`src/rtl/core/spool_pkg.sv`:
```
// Shared types and constants for the slot pool.
`timescale 1ns / 1ps

package spool_pkg;

    localparam int FUNC_W = 2;
    localparam int SLOT_W = 8;
    localparam int SIZE_W = 9;
    localparam int COUNT_W = 9;

    localparam logic [FUNC_W-1:0] FUNC_ALLOC   = 2'd0;
    localparam logic [FUNC_W-1:0] FUNC_RELEASE = 2'd1;
    localparam logic [FUNC_W-1:0] FUNC_WALK    = 2'd2;

    typedef struct packed {
        logic [SLOT_W-1:0]  granted_slot;
        logic               evicted;
        logic               list_end;
        logic               error;
        logic [COUNT_W-1:0] live_count;
    } result_t;

    typedef struct packed {
        logic rd_en;
        logic next_we;
        logic prev_we;
    } link_ctl_t;

endpackage

```
`src/rtl/core/spool_links.sv`:
```
// Link memories: next link with busy flag, and previous link, one entry per slot.
`timescale 1ns / 1ps

module spool_links #(
    parameter int POOL_SLOTS = 256,
    localparam int SW = $clog2(POOL_SLOTS),
    localparam int LW = SW + 1
) (
    input  logic                 clk,
    input  spool_pkg::link_ctl_t ctl,
    input  logic [SW-1:0]        rd_addr,
    input  logic [SW-1:0]        next_wr_addr,
    input  logic [LW:0]          next_wr_data,
    input  logic [SW-1:0]        prev_wr_addr,
    input  logic [LW-1:0]        prev_wr_data,
    output logic [LW:0]          rd_next,
    output logic [LW-1:0]        rd_prev
);

    logic [LW:0]   next_mem [POOL_SLOTS];
    logic [LW-1:0] prev_mem [POOL_SLOTS];

    always_ff @(posedge clk)
    begin
        if (ctl.next_we)
        begin
            next_mem[next_wr_addr] <= next_wr_data;
        end
        if (ctl.rd_en)
        begin
            rd_next <= next_mem[rd_addr];
        end
    end

    always_ff @(posedge clk)
    begin
        if (ctl.prev_we)
        begin
            prev_mem[prev_wr_addr] <= prev_wr_data;
        end
        if (ctl.rd_en)
        begin
            rd_prev <= prev_mem[rd_addr];
        end
    end

endmodule

```
`config.mk`:
```
export PLATFORM = sky130hd
export DESIGN_NAME = spool_links
export DESIGN_NICKNAME = d
export VERILOG_FILES = /design/src/rtl/core/spool_pkg.sv /design/src/rtl/core/spool_links.sv
export SDC_FILE = /design/constraint.sdc
export NUM_CORES = 2
export LEC_CHECK = 0
export BUFFER_PORTS_ARGS = -buffer_cell sky130_fd_sc_hd__buf_2
export CAP_MARGIN = 20
export CORE_UTILIZATION = 45
export DETAILED_ROUTE_END_ITERATION = 10
export GPL_ROUTABILITY_DRIVEN = 0
export SYNTH_ARGS = -nofsm -noshare
export SYNTH_HDL_FRONTEND = slang
export SYNTH_MEMORY_MAX_BITS = 65536
export SYNTH_SLANG_ARGS = --single-unit
```
`constraint.sdc`:
```
create_clock -name clk -period 3 [get_ports clk]
set_input_delay 0.15 -clock clk [delete_from_list [all_inputs] [get_ports clk]]
set_output_delay 0.15 -clock clk [all_outputs]
set_load 0.005 [all_outputs]
```
==> results.tsv <==
metric	value	unit
# rows	237	
H-tree levels	5	
Power, Total	143	mW
Die Wd	651	um
Post-Syn Instances	9111	
post-route cell area	222000	sq um
HP Class	in2reg	
final std cells w/o fill	16416	
number of global-route vias before repair	99167	
drc violations	0	
RSZ-0062 raised after global routing	no	
Skew-Pair Late Insertion Delay	1.05	ns
Slowest cell on crit path	a211oi_1	
drt wl/cell	31.8	um
root buffer cell	clkbuf_16	
Clock Tree Buf Depth	4	
Core ar.	418000	sq um
die height	651	um
Core Util, Final	0.532	
largest net degree at the start of global routing	117	
fmax	336	MHz
worst path arrival time	3.82	ns
I/O pin count	66	
Syn. warnings	0	
Iteration-0 DRC Markers	12416	
Final Hold Vio Count	0	
GRT Overall Usage	0.243	
reg2reg start	prev_mem[235][7]	
CP Class	in2reg	
most used cell, CP	buf_4	
Max VDD drop	0.506	mV
clock sink count	4883	
Critical Path Sink	rd_next[5]	
grt ovf	0	
Required @ worst endpoint	3.85	ns
Top FF cell, synth	edfxtp_1	
Slew headroom	0.272	
Filler cells	32127	
Final setup viols	0	
Worst R2R End	rd_prev[7]	
Die ar.	424000	sq um
Worst-Margin Slew	1.09	ns
vias	99295	
Nets	10539	
syn_nets	9158	
placed cells	15468	
skew final	0.0690	ns
FF-to-FF setup slack	0.03	ns
placed cell area	206000	sq um
DR vias/cell	6.05	
first-pass GRT wire length	741000	um
crit-path max FO	7	
Fin Hold WS	0.141	ns
CP max stage delay	0.71	ns
port bufs	65	
Setup crit end kind	flip-flop	
Layout area overhead	17.3	%
worst setup margin	0.0279	ns
CTS clk-pin slew, worst paths	0.06	ns
PwrDens	642	nW/um^2
crit-path cells	dlygate4sd3_1 > buf_2 > buf_12 > buf_4 > nand3b_1 > buf_4 > nor2_1 > buf_4 > buf_4 > a211oi_1 > nand4_1 > or4_1 > nor4_1	
Mapped Avg Cell Area	20.8	sq um
DRT Wirelength	522000	um
reg2reg path depth	7	
post-synthesis sequential area ratio	0.774	
worst setup path startpoint	rd_addr[5]	
Synth cell types	55	
Final Max Tran Viols	0	
share of layout cells above drive strength 1	0.285	
Post-synth EDFFs	4883	
CTS tree	done	
drt pass-1 iters	5	
Final Critical Period	2.97	ns
outcome	finished, final reports clean	
antenna-violating nets left	0	
ys async rst share	0	
period utilization	0.991	
Initial Utilization	0.454	
max_cap viols	0	
Post-Syn Area	189000	sq um
setup_tns	0	ns
flops & latches, synth	4883	
DP HPWL	339000	um
CP Launch Type	primary input	
initial antenna violation count	45	
pre-CTS WS	-0.700	ns
Hold Crit Start	prev_wr_data[1]	
CTS Buf Count	475	
Pleak	72.4	nW
## power breakdown
part           switching, mW  internal, mW  total (mW)  leakage [nW]
Sequential             0.142          75.2        75.4          43.9
Clock                   25.5          33.9        59.4          7.48
Combinational           4.98          3.04        8.01          21.0
## state kept, by name, summed over array words and instances, names as in the netlist
signal / cells
next_mem: 2560
prev_mem: 2304
rd_next: 10
rd_prev: 9
## metal layers
metal	GRT usage	vias up	wire length, um
met3	0.0413	730	45500
met1	0.353	52925	215000
met2	0.382	4740	246000
li1	-	40894	-
met5	0	-	211
met4	0.0634	6	14500
## final cells by class
| class | instances | area [sq um] | area share |
|---|---|---|---|
| well taps | 5497 | 6880 | 0.0309 |
| clock buffers | 571 | 12400 | 0.0557 |
| multi-input cells | 3664 | 39800 | 0.179 |
| diodes | 23 | 57.6 | 0.000259 |
| repair buffers | 1465 | 13400 | 0.0604 |
| inverters | 3 | 23.8 | 0.000107 |
| flip-flops and latches | 4883 | 147000 | 0.660 |
| clock inverters | 310 | 3040 | 0.0137 |
## what timing repair did
item	in CTS	in global routing
endpoints found under the hold margin	4681	0
cloned	0	0
buffers inserted	0	0
setup endpoints to repair	2	2
hold buffers	44	0
resized for setup	2	3
## logic make-up (layout without fill, tap and decap cells)
logic type             after synthesis  after routing  share of synthesized area
AOI/OAI and AO/OA                  774            774                     0.0288
buffers and inverters              564           2349                     0.0166
DFF                               4883           4883                      0.774
muxes                             1644           1644                      0.152
other                                0             23                          0
and+or+nand+nor                   1246           1246                     0.0290
## worst min-delay path by stage
stage / slack [ns] / to / depth (start not counted)
floorplan: 0.25 / next_mem[0][0] / 0
global placement: 0.55 / prev_mem[136][1] / 1
detailed placement: 0.57 / prev_mem[136][1] / 1
CTS: 0.08 / prev_mem[139][1] / 2
global route: 0.13 / prev_mem[139][1] / 2
finish: 0.14 / prev_mem[136][1] / 2
## cell usage after synthesis (18+ instances only)
master	number	area share
clkbuf_1	260	0.0052
nor2_1	754	0.015
a22o_1	36	0.0017
nand2_1	74	0.0015
a221oi_1	41	0.0019
nand4_1	23	0.00076
nor4_1	54	0.0018
a211oi_1	82	0.0032
o22ai_1	273	0.0090
nand3_1	33	0.00087
buf_4	42	0.0017
buf_1	62	0.0012
o221ai_1	126	0.0058
nand2b_1	18	0.00059
a22oi_1	55	0.0022
a21oi_1	116	0.0031
nor3_1	206	0.0054
mux4_2	983	0.12
and2_1	20	0.00066
mux2i_1	649	0.034
buf_2	112	0.0030
buf_6	71	0.0042
edfxtp_1	4883	0.77
## cell usage in the layout (no fill, tap or decap), types with 69 or more instances in the layout
| cell | count |
|---|---|
| mux2i_1 | 649 |
| a21oi_1 | 116 |
| a211oi_1 | 82 |
| nor3_1 | 206 |
| buf_4 | 1177 |
| nand2_1 | 69 |
| clkinv_1 | 135 |
| edfxtp_1 | 4883 |
| o22ai_1 | 273 |
| nor2_1 | 751 |
| o221ai_1 | 126 |
| mux4_2 | 983 |
| clkinv_2 | 77 |
| clkbuf_16 | 481 |
| buf_12 | 181 |
| clkbuf_1 | 90 |
## critical path: cells and delay by family
kind	cells	cell delay (ns)
AND/OR/NAND/NOR	5	1.43
AO/OA/AOI/OAI	1	0.71
buffers and inverters	7	1.50
Power figures use the tool's default switching activity.
